===== config.mk =====
export PLATFORM = sky130hd
export DESIGN_NAME = npcs_dist
export DESIGN_NICKNAME = d
export VERILOG_FILES = /design/src/hdl/npcs_pkg.sv /design/src/hdl/npcs_dist.sv
export SDC_FILE = /design/constraint.sdc
export NUM_CORES = 1
export LEC_CHECK = 0
export ABC_CLOCK_PERIOD_IN_PS = 800
export BUFFER_PORTS_ARGS = -buffer_cell sky130_fd_sc_hd__buf_2
export CORE_MARGIN = 1.5
export CORE_UTILIZATION = 45
export CTS_CLUSTER_DIAMETER = 60
export DETAILED_ROUTE_END_ITERATION = 10
export GPL_TIMING_DRIVEN = 0
export HOLD_SLACK_MARGIN = 0.06
export MAX_ROUTING_LAYER = met4
export PLACE_DENSITY = 0.73
export SYNTH_ARGS = -nofsm -noshare
export SYNTH_HDL_FRONTEND = slang
export SYNTH_SLANG_ARGS = --single-unit

===== constraint.sdc =====
create_clock -name clk_i -period 0.8 [get_ports clk_i]
set_clock_uncertainty 0.05 [all_clocks]
set_input_delay 0.12 -clock clk_i [delete_from_list [all_inputs] [get_ports clk_i]]
set_output_delay 0.12 -clock clk_i [all_outputs]
set_load 0.005 [all_outputs]

===== src/hdl/npcs_pkg.sv =====
// Shared types, constants and the component scaling table for the nearest
// palette colour search. No dependencies.
package npcs_pkg;

  localparam int unsigned PALETTE_DEPTH = 256;
  localparam int unsigned ADDR_W = $clog2(PALETTE_DEPTH);
  localparam int unsigned CNT_W  = $clog2(PALETTE_DEPTH + 1);
  localparam int unsigned SIZE_W = 9;
  localparam int unsigned LIM_W  = (CNT_W > SIZE_W) ? CNT_W : SIZE_W;
  localparam int unsigned EIDX_W = 8;
  localparam int unsigned IDX_W  = (ADDR_W > EIDX_W) ? ADDR_W : EIDX_W;
  localparam int unsigned COMP_W = 16;
  localparam int unsigned DIST_W = 18;
  localparam int unsigned LVL_W  = 3;

  typedef enum logic [1:0] {
    S_IDLE,
    S_SCAN,
    S_DRAIN,
    S_DONE
  } state_e;

  typedef enum logic [1:0] {
    CFG_RED_MAX   = 2'd0,
    CFG_GREEN_MAX = 2'd1,
    CFG_BLUE_MAX  = 2'd2,
    CFG_PAL_SIZE  = 2'd3
  } cfg_idx_e;

  typedef enum logic {
    ACT_LOAD  = 1'b0,
    ACT_QUERY = 1'b1
  } action_e;

  typedef struct packed {
    logic [COMP_W-1:0] red;
    logic [COMP_W-1:0] green;
    logic [COMP_W-1:0] blue;
  } rgb_t;

  // travels alongside a palette word through the scan pipeline
  typedef struct packed {
    logic              vld;
    logic              usable;
    logic [ADDR_W-1:0] idx;
  } tag_t;

  // v*65535/lvl_max truncated, v clamped to lvl_max; zero max gives zero
  function automatic logic [COMP_W-1:0] scale_comp(input logic [LVL_W-1:0] v,
                                                   input logic [LVL_W-1:0] lvl_max);
    logic [LVL_W-1:0]  vc;
    logic [COMP_W-1:0] r;
    vc = (v > lvl_max) ? lvl_max : v;
    case ({lvl_max, vc})
      6'o11: r = 16'd65535;
      6'o21: r = 16'd32767;
      6'o22: r = 16'd65535;
      6'o31: r = 16'd21845;
      6'o32: r = 16'd43690;
      6'o33: r = 16'd65535;
      6'o41: r = 16'd16383;
      6'o42: r = 16'd32767;
      6'o43: r = 16'd49151;
      6'o44: r = 16'd65535;
      6'o51: r = 16'd13107;
      6'o52: r = 16'd26214;
      6'o53: r = 16'd39321;
      6'o54: r = 16'd52428;
      6'o55: r = 16'd65535;
      6'o61: r = 16'd10922;
      6'o62: r = 16'd21845;
      6'o63: r = 16'd32767;
      6'o64: r = 16'd43690;
      6'o65: r = 16'd54612;
      6'o66: r = 16'd65535;
      6'o71: r = 16'd9362;
      6'o72: r = 16'd18724;
      6'o73: r = 16'd28086;
      6'o74: r = 16'd37448;
      6'o75: r = 16'd46810;
      6'o76: r = 16'd56172;
      6'o77: r = 16'd65535;
      default: r = '0;
    endcase
    return r;
  endfunction

endpackage


===== src/hdl/npcs_dist.sv =====
// Shared distance unit: sum of absolute component differences, registered.
// Depends on npcs_pkg.
module npcs_dist (
  input  logic                        clk_i,
  input  logic                        rst_ni,
  input  npcs_pkg::rgb_t              entry_i,
  input  npcs_pkg::rgb_t              query_i,
  input  npcs_pkg::tag_t              tag_i,
  output npcs_pkg::tag_t              tag_o,
  output logic [npcs_pkg::DIST_W-1:0] dist_o
);
  import npcs_pkg::*;

  logic [COMP_W-1:0] dr, dg, db;
  logic [DIST_W-1:0] dist_d, dist_q;
  tag_t              tag_q;

  always_comb begin
    dr = (entry_i.red   > query_i.red)   ? entry_i.red   - query_i.red
                                         : query_i.red   - entry_i.red;
    dg = (entry_i.green > query_i.green) ? entry_i.green - query_i.green
                                         : query_i.green - entry_i.green;
    db = (entry_i.blue  > query_i.blue)  ? entry_i.blue  - query_i.blue
                                         : query_i.blue  - entry_i.blue;
    dist_d = DIST_W'(dr) + DIST_W'(dg) + DIST_W'(db);
  end

  always_ff @(posedge clk_i) begin
    dist_q <= dist_d;
  end

  always_ff @(posedge clk_i or negedge rst_ni) begin
    if (!rst_ni) begin
      tag_q <= '0;
    end else begin
      tag_q <= tag_i;
    end
  end

  assign tag_o  = tag_q;
  assign dist_o = dist_q;

endmodule


==> flow_summary.toml <==
[critical_path]
critPathKind = "in2reg"
crit_fanout = 5
crit_arrival_ps = 4360
worstSetupEndpointType = "register"
start_kind = "input port"
crit_required_ps = 940

[placement]
hpwl_microns = 13700
gp_congestion = 0.917
numPortBuffers = 135
place_ws_ps = -3920
dp.cells = 1137

[floorplan]
fp.coreArea_sq_mm = 0.0138
dieWidth_microns = 121
die_y_microns = 121
ios = 136
floorplan.initialDensity = 0.457
rows = 43
dieArea_sq_mm = 0.0147

[yosys]
syn_area_sq_mm = 0.00629
yosys-top-cells-area = "ha_1 21%, inv_1 8.7%, a21oi_1 7.6%"
async_reset_ff_frac = 0.357
yosysSeqAreaShare = 0.0971
synth_top_area_share = 0.215
synth_fa_ha_area_frac = 0.288
synth_cells = 822
synthMuxAreaShare = 0.0350
ys_types = 61
synth_top_family_by_area = "adder cells"
synth-compound-area-share = 0.277
synth_seq_cells = 28
synth_top_area_cell = "ha_1"
synth_ff_type = "dfxtp_1"
synth_edf_count = 0
synth-simple-area-share = 0.108
avgSynthCellArea_sq_um = 7.65
synth_xor_area_frac = 0.0780
synth_nets = 1061
yosys_warnings = 0

[final_layout]
mostFrequentLayoutCell = "buf_2"
final_cell_mix = "135 x buf_2, 134 x inv_1, 96 x ha_1"
diodes = 0
syn_to_final_growth_pct = 28.6
final_layout_size_suffix_gt1_frac = 0.276
stdcell_count = 1171
final_nets = 1231
finalCoreUtilization = 0.587

[worst_hold_path]
hold_path.class = "in2async"

[clocking]
cts-root-buf = "clkbuf_16"
cts_buffers = 3
clk_path_buf_depth = 2
clk_pin_slew_worst_paths_ps = 70
cts_tree = "done"
cts_sinks = 28
htreeDepth = 1

[timing]
finalHoldViolations = 0
period_minus_slack_ps = 4220
setup_viol = 46
worstMarginPinSlew_ps = 659
grt_setup_unrepaired = "yes"
fmax_mhz = 237
finalMaxSlewViolations = 0
setup_slack_ps = -3420
period_share = 5.27
slew_headroom = 0.560
fin_setup_tns_ps = -54530

[run_status]
status = "complete, but fails checks"
violations = "negative setup slack"

[drt]
vias = 6421
ant_nets = 0
dr.pass1.iters = 5
wirelength_microns = 17300
drtIter0Drc = 367
wl_per_cell_microns = 14.8
avgViaCountPerCell = 5.48
drc = 0

[global_routing]
grt_max_degree = 17
antenna_found_initial = 0
grt_use_total = 0.229
overflow = 0
grt_pass1_vias = 5895
grt_first_pass_wirelength_microns = 27100

[power_and_ir_drop]
power.density_mw_per_mm2 = 2690
p_leak_nw = 4.18
irDropWorstVdd_mv = 2.20

[job]
maxCapViolCount = 0
## critical path, stage by stage
cell      delay (ps)
buf_12           110
inv_12            40
ha_4             130
inv_2             40
fa_2             330
a21o_1           180
a221o_1          330
a211oi_2         310
nor2_2           100
buf_6            150
buf_4            170
mux2i_4          200
xnor2_2          170
fa_1             510
inv_2             50
ha_4             240
a21o_1           190
a21o_1           180
a311o_1          270
a21oi_2          160
o21ai_1           80
a21oi_1          160
xnor2_1          130
## cell usage after synthesis (all sizes together), types with 3 or more instances
cell / n
a2111oi: 6
a211o: 5
a211oi: 9
a21boi: 3
a21o: 32
a21oi: 97
a221o: 3
a221oi: 9
a31oi: 11
and2: 5
and4: 7
buf: 21
clkbuf: 15
dfrtp: 10
dfxtp: 18
fa: 23
ha: 108
inv: 146
mux2i: 22
nand2: 37
nand2b: 8
nand3: 9
nand4: 12
nor2: 30
nor2b: 11
nor3: 6
o211ai: 11
o21a: 11
o21ai: 40
o21bai: 7
o31ai: 7
xnor2: 37
xor2: 19
## routing by layer
metal,vias to the layer above,wire length (microns),track usage,part of all wire
met4,0,285,0.0397,0.016
met5,-,0,-,0
met1,3000,7870,0.306,0.45
met2,218,8290,0.391,0.48
met3,24,883,0.0122,0.051
li1,3179,-,-,-
## cell families after synthesis
family	after synthesis
mux	22
xor+xnor	56
flops	28
buf+inv	182
compound gates	268
simple gates	135
fa+ha+maj	131
## report_power, final
part / internal (mW) / leakage (nW) / switching (mW)
Clock: 0.996 / 0.0511 / 0.475
Combinational: 8.66 / 3.86 / 9.30
Sequential: 2.14 / 0.269 / 0.209
Total: 11.8 / 4.18 / 9.98
## state kept, by name (all words and copies together) (netlist names)
signal,cells
tag_o,10
dist_o,18
## layout make-up
cell class,instances,area (sq um)
Clock buffer,3,75.1
Inverter,146,568
Multi-Input combinational cell,612,5310
Tap cell,180,225
Sequential cell,28,623
Fill cell,1311,5680
Timing Repair Buffer,173,1070
Clock inverter,1,30.0
Buffer,28,186
## timing repair
action | CTS | global route
resized for setup | 52 | 33
pin swaps | 30 | 7
hold buffers | 11 | 0
endpoints found under the hold margin | 20 | 0
buffers inserted | 20 | 7
setup endpoints to repair | 46 | 46
## path summary, 6_finish.rpt
path | startpoint | endpoint | slack, ps | depth (start not counted)
worst min-delay path | rst_ni | tag_o[0] | 200 | 2
max in group asynchronous | rst_ni | tag_o[2] | 300 | 2
worst max-delay path | entry_i[0] | dist_o[16] | -3420 | 23
min in group clk_i | query_i[32] | dist_o[0] | 330 | 4
## stage by stage
| stage | cell area (sq um) | hold WS (ps) | power (mW) |
|---|---|---|---|
| floorplan | 6450 | -226 | 13.2 |
| global placement | 7360 | -66.5 | 16.3 |
| detailed placement | 7360 | -55.1 | 16.6 |
| CTS | 7910 | 197 | 20.2 |
| global route | 8090 | 246 | 23.4 |
| finish | 8090 | 199 | 21.8 |
Power figures use the tool's default switching activity.
