[src/hdl/npcs_pkg.sv]
// Shared types, constants and the component scaling table for the nearest
// palette colour search. No dependencies.
package npcs_pkg;

  localparam int unsigned PALETTE_DEPTH = 256;
  localparam int unsigned ADDR_W = $clog2(PALETTE_DEPTH);
  localparam int unsigned CNT_W  = $clog2(PALETTE_DEPTH + 1);
  localparam int unsigned SIZE_W = 9;
  localparam int unsigned LIM_W  = (CNT_W > SIZE_W) ? CNT_W : SIZE_W;
  localparam int unsigned EIDX_W = 8;
  localparam int unsigned IDX_W  = (ADDR_W > EIDX_W) ? ADDR_W : EIDX_W;
  localparam int unsigned COMP_W = 16;
  localparam int unsigned DIST_W = 18;
  localparam int unsigned LVL_W  = 3;

  typedef enum logic [1:0] {
    S_IDLE,
    S_SCAN,
    S_DRAIN,
    S_DONE
  } state_e;

  typedef enum logic [1:0] {
    CFG_RED_MAX   = 2'd0,
    CFG_GREEN_MAX = 2'd1,
    CFG_BLUE_MAX  = 2'd2,
    CFG_PAL_SIZE  = 2'd3
  } cfg_idx_e;

  typedef enum logic {
    ACT_LOAD  = 1'b0,
    ACT_QUERY = 1'b1
  } action_e;

  typedef struct packed {
    logic [COMP_W-1:0] red;
    logic [COMP_W-1:0] green;
    logic [COMP_W-1:0] blue;
  } rgb_t;

  // travels alongside a palette word through the scan pipeline
  typedef struct packed {
    logic              vld;
    logic              usable;
    logic [ADDR_W-1:0] idx;
  } tag_t;

  // v*65535/lvl_max truncated, v clamped to lvl_max; zero max gives zero
  function automatic logic [COMP_W-1:0] scale_comp(input logic [LVL_W-1:0] v,
                                                   input logic [LVL_W-1:0] lvl_max);
    logic [LVL_W-1:0]  vc;
    logic [COMP_W-1:0] r;
    vc = (v > lvl_max) ? lvl_max : v;
    case ({lvl_max, vc})
      6'o11: r = 16'd65535;
      6'o21: r = 16'd32767;
      6'o22: r = 16'd65535;
      6'o31: r = 16'd21845;
      6'o32: r = 16'd43690;
      6'o33: r = 16'd65535;
      6'o41: r = 16'd16383;
      6'o42: r = 16'd32767;
      6'o43: r = 16'd49151;
      6'o44: r = 16'd65535;
      6'o51: r = 16'd13107;
      6'o52: r = 16'd26214;
      6'o53: r = 16'd39321;
      6'o54: r = 16'd52428;
      6'o55: r = 16'd65535;
      6'o61: r = 16'd10922;
      6'o62: r = 16'd21845;
      6'o63: r = 16'd32767;
      6'o64: r = 16'd43690;
      6'o65: r = 16'd54612;
      6'o66: r = 16'd65535;
      6'o71: r = 16'd9362;
      6'o72: r = 16'd18724;
      6'o73: r = 16'd28086;
      6'o74: r = 16'd37448;
      6'o75: r = 16'd46810;
      6'o76: r = 16'd56172;
      6'o77: r = 16'd65535;
      default: r = '0;
    endcase
    return r;
  endfunction

endpackage

[src/hdl/npcs_best.sv]
// Running minimum over the scan: keeps first index of least distance.
// Depends on npcs_pkg.
module npcs_best (
  input  logic                        clk_i,
  input  logic                        rst_ni,
  input  logic                        clear_i,
  input  npcs_pkg::tag_t              tag_i,
  input  logic [npcs_pkg::DIST_W-1:0] dist_i,
  output logic                        found_o,
  output logic [npcs_pkg::ADDR_W-1:0] best_idx_o,
  output logic [npcs_pkg::DIST_W-1:0] best_dist_o
);
  import npcs_pkg::*;

  logic              found_q;
  logic [ADDR_W-1:0] best_idx_q;
  logic [DIST_W-1:0] best_dist_q;
  logic              take;

  // strict less-than so ties keep the lower index
  assign take = tag_i.vld && tag_i.usable && (!found_q || (dist_i < best_dist_q));

  always_ff @(posedge clk_i or negedge rst_ni) begin
    if (!rst_ni) begin
      found_q     <= 1'b0;
      best_idx_q  <= '0;
      best_dist_q <= '0;
    end else if (clear_i) begin
      found_q     <= 1'b0;
      best_idx_q  <= '0;
      best_dist_q <= '0;
    end else if (take) begin
      found_q     <= 1'b1;
      best_idx_q  <= tag_i.idx;
      best_dist_q <= dist_i;
    end
  end

  assign found_o     = found_q;
  assign best_idx_o  = best_idx_q;
  assign best_dist_o = best_dist_q;

endmodule

[config.mk]
export PLATFORM = sky130hd
export DESIGN_NAME = npcs_best
export DESIGN_NICKNAME = d
export VERILOG_FILES = /design/src/hdl/npcs_pkg.sv /design/src/hdl/npcs_best.sv
export SDC_FILE = /design/constraint.sdc
export NUM_CORES = 1
export LEC_CHECK = 0
export BUFFER_PORTS_ARGS = -buffer_cell sky130_fd_sc_hd__buf_2
export CAP_MARGIN = 10
export CORE_MARGIN = 8
export CORE_UTILIZATION = 51
export DETAILED_ROUTE_END_ITERATION = 16
export GPL_ROUTABILITY_DRIVEN = 0
export PLACE_DENSITY = 0.8
export RECOVER_POWER = 100
export SETUP_SLACK_MARGIN = 0.15
export SLEW_MARGIN = 20
export SYNTH_ARGS = -nofsm -noshare
export SYNTH_HDL_FRONTEND = slang
export SYNTH_SLANG_ARGS = --single-unit
[constraint.sdc]
create_clock -name clk_i -period 2.25 [get_ports clk_i]
set_input_delay 0 -clock clk_i [delete_from_list [all_inputs] [get_ports clk_i]]
set_output_delay 0 -clock clk_i [all_outputs]
set_load 0.02 [all_outputs]
==> results.py <==
metrics = {
    "global_routing": {
        "grt_start_max_net_pins": 54,
        "antenna_found_initial": 1,
        "grtUsageTotal_pct": 16.3,
        "wire_length_of_the_first_global_routing_pass_microns": 7120,
        "grt-ovfl-total": 0,
        "vias_in_the_first_global_route": 1572,
    },
    "final_layout": {
        "finalNetCount": 321,
        "fin_util_pct": 76.1,
        "multiInputGateArea_sq_um": 1040,
        "fill_cells": 251,
        "final-seq-area_sq_um": 678,
        "layout-drive-gt1-share_pct": 26.1,
        "filler_free_cell_count_of_the_finished_design": 319,
        "flow.area_growth_from_synthesis_pct": 42.4,
    },
    "timing": {
        "fmaxAchievable_mhz": 455,
        "report.final.slew_viol_count": 0,
        "final_min_period_over_clock_period_pct": 97.7,
        "relSlewSlack_pct": 1.24,
        "grt_setup_unrepaired": "yes",
        "timing.final.crit_period_ns": 2.20,
        "setup-violations-final": 0,
        "timing.setup.tns_ns": 0,
        "finalHoldViolations": 0,
        "worst_setup_skew_after_layout_ns": 0.0235,
        "worstMarginPinSlew_ns": 1.48,
    },
    "detailed_routing": {
        "routed_via_density": 4.88,
        "drt_iter0_markers": 60,
        "finalWirelength_microns": 4570,
        "number_of_remaining_drc_errors": 0,
        "detail_route.wl_per_cell_microns": 14.3,
        "route.vias.total": 1558,
        "drt.antenna.violating_nets": 0,
        "drt_pre_antenna_iters": 4,
    },
    "cts": {
        "numCtsBuffers": 3,
        "cts_htree_levels": 1,
        "clock_insertion_delay_at_the_later_pin_of_the_skew_report_ns": 0.34,
        "cts_root_buffer": "clkbuf_4",
        "clockBufferDepth": 2,
        "path_clk_slew_ns": 0.17,
        "cts_tree": "done",
        "tritoncts_num_sinks": 27,
    },
    "synth": {
        "synth_xor_xnor_area_share_pct": 0,
        "post_synth_mux_area_share_pct": 14.6,
        "synth_simple_gate_area_share_pct": 21.6,
        "synth_cells": 176,
        "synth-compound-area-share_pct": 6.25,
        "synth-edff-count": 0,
        "synth_warnings": 0,
        "unique_masters_post_synth": 21,
        "synthAdderAreaFrac_pct": 11.9,
        "synth_ff_type": "dfrtp_1",
        "synth-seq-cells": 27,
        "post_synth.cell_area_avg_sq_um": 10.1,
        "ys_seq_area_share_pct": 37.9,
        "synth_fp_nets": 224,
        "main_combinational_cell_family_by_area_after_synthesis": "simple AND/OR/NAND/NOR gates",
        "synthArstFlopShare_pct": 100,
        "synth.cell_area_sq_um": 1780,
    },
    "worst_setup_path": {
        "reg2reg_from": "best_dist_o[3]",
        "launching_element_of_the_worst_setup_path": "best_dist_o[3]",
        "worst_ep_arrival_time_ns": 2.44,
        "crit_path_end_kind": "register",
        "type_of_element_launching_the_critical_path": "register",
        "worst-endpoint-required_ns": 2.50,
        "timing_worst_setup_path_type": "reg2reg",
        "critPathMaxFanout": 8,
    },
    "power_and_ir_drop": {
        "cellLeakagePower_nw": 1.15,
        "totalPowerFinal_mw": 1.09,
        "power.density_nw_per_um2": 429,
        "vdd.ir_drop.worst_mv": 0.408,
    },
    "min_path": {
        "hp-class": "in2reg",
        "hold_path_startpoint": "clear_i",
    },
    "die": {
        "ios": 58,
        "initial_core_util_pct": 53.4,
        "total_die_area_sq_um": 5640,
        "coreArea_sq_um": 3340,
        "floorplan.die.width_microns": 75.1,
        "die_h_microns": 75.1,
        "fp-row-count": 21,
    },
    "flow_run": {
        "maxCapViolations": 0,
    },
    "placement": {
        "post-place-cells": 276,
        "dp.final_hpwl_microns": 2950,
        "port-buffer-count": 57,
    },
    "run_status": {
        "outcome": "completed",
    },
}
-- Yosys cell counts, types with 2 or more instances --
cell type | n | area (sq um)
nand2b_1 | 53 | 332
o21ai_0 | 2 | 10.0
nand2_1 | 3 | 11.3
nor2_1 | 2 | 7.51
dfrtp_1 | 27 | 676
nand4_1 | 3 | 18.8
buf_12 | 2 | 40.0
clkbuf_1 | 5 | 18.8
nand3_1 | 2 | 10.0
a21oi_1 | 7 | 35.0
ha_1 | 17 | 213
inv_1 | 18 | 67.6
o21a_1 | 2 | 15.0
mux2i_1 | 26 | 260
-- state kept, by name, summed over array words and instances, names as in the netlist --
name	count
best_idx_o	8
found_o	1
best_dist_o	18
-- worst max-delay path: stages (launching register included) --
cell and delay (ns):
dfrtp_2 0.44, inv_1 0.05, ha_1 0.23, a211o_1 0.27, a21oi_1 0.18, o21ai_2 0.10
a221oi_4 0.39, buf_6 0.21, mux2i_1 0.22
-- per-stage QoR --
step / area, sq um / hold slack [ns] / worst slack [ns]
final: 2540 / 0.195 / 0.0521
after global routing: 2540 / 0.213 / -0.0672
after CTS: 2540 / 0.182 / 0.137
after detailed placement: 2110 / 0.0429 / 0.0805
after global placement: 2110 / 0.0432 / 0.149
after floorplan: 1790 / -0.296 / 0.156
-- layer usage --
layer	wire [microns]	track usage, %
met1	1850	18.1
met2	2490	30.9
met3	205	3.20
met4	27	3.04
met5	0	0
-- power breakdown --
part / leakage, nW / switching [mW] / total (mW) / internal (mW)
logic: 0.764 / 0.170 / 0.339 / 0.169
registers: 0.364 / 0.0188 / 0.529 / 0.511
clock network: 0.0177 / 0.153 / 0.220 / 0.0667
total: 1.15 / 0.342 / 1.09 / 0.747
-- cells by family after synthesis --
group	count (synthesis)
AOI/OAI and AO/OA	16
adders and majority gates	17
buffers and inverters	26
DFF	27
muxes	26
and+or+nand+nor	64
-- final timing paths --
path / end / slack [ns] / cells past startpoint
hold reg to reg: best_idx_o[7] / 0.55 / 2
setup / recovery: best_dist_o[11] / 0.05 / 8
max in group asynchronous: best_dist_o[16] / 0.75 / 2
hold / removal: found_o / 0.19 / 2
setup reg to reg: best_dist_o[11] / 0.05 / 8
min in group asynchronous: best_dist_o[0] / 0.51 / 2
-- timing repair --
action | CTS | global route
gates resized for setup | 14 | 1
cloned | 0 | 0
pin swaps | 3 | 2
hold endpoints to repair | 54 | 0
buffers inserted | 7 | 2
hold buffers | 29 | 0
setup endpoints to repair | 22 | 26
-- placed cells by master (no fill, tap or decap), types with 5 or more instances in the layout --
cell type       n
dlygate4sd3_1  29
mux2i_1        26
buf_4          11
ha_1           14
a21oi_1         5
inv_1          15
dfrtp_1        25
buf_2          39
nand2b_1       53
clkbuf_1       18
-- final cells by class --
class / instances / share of cell area (%)
timing repair buffer: 100 / 26.4
antenna: 1 / 0.0986
sequential: 27 / 26.7
clock buffer: 3 / 0.887
multi-input combinational: 123 / 40.8
tap: 46 / 2.27
clock inverter: 1 / 0.197
inverter: 18 / 2.66
Power figures use the tool's default switching activity.
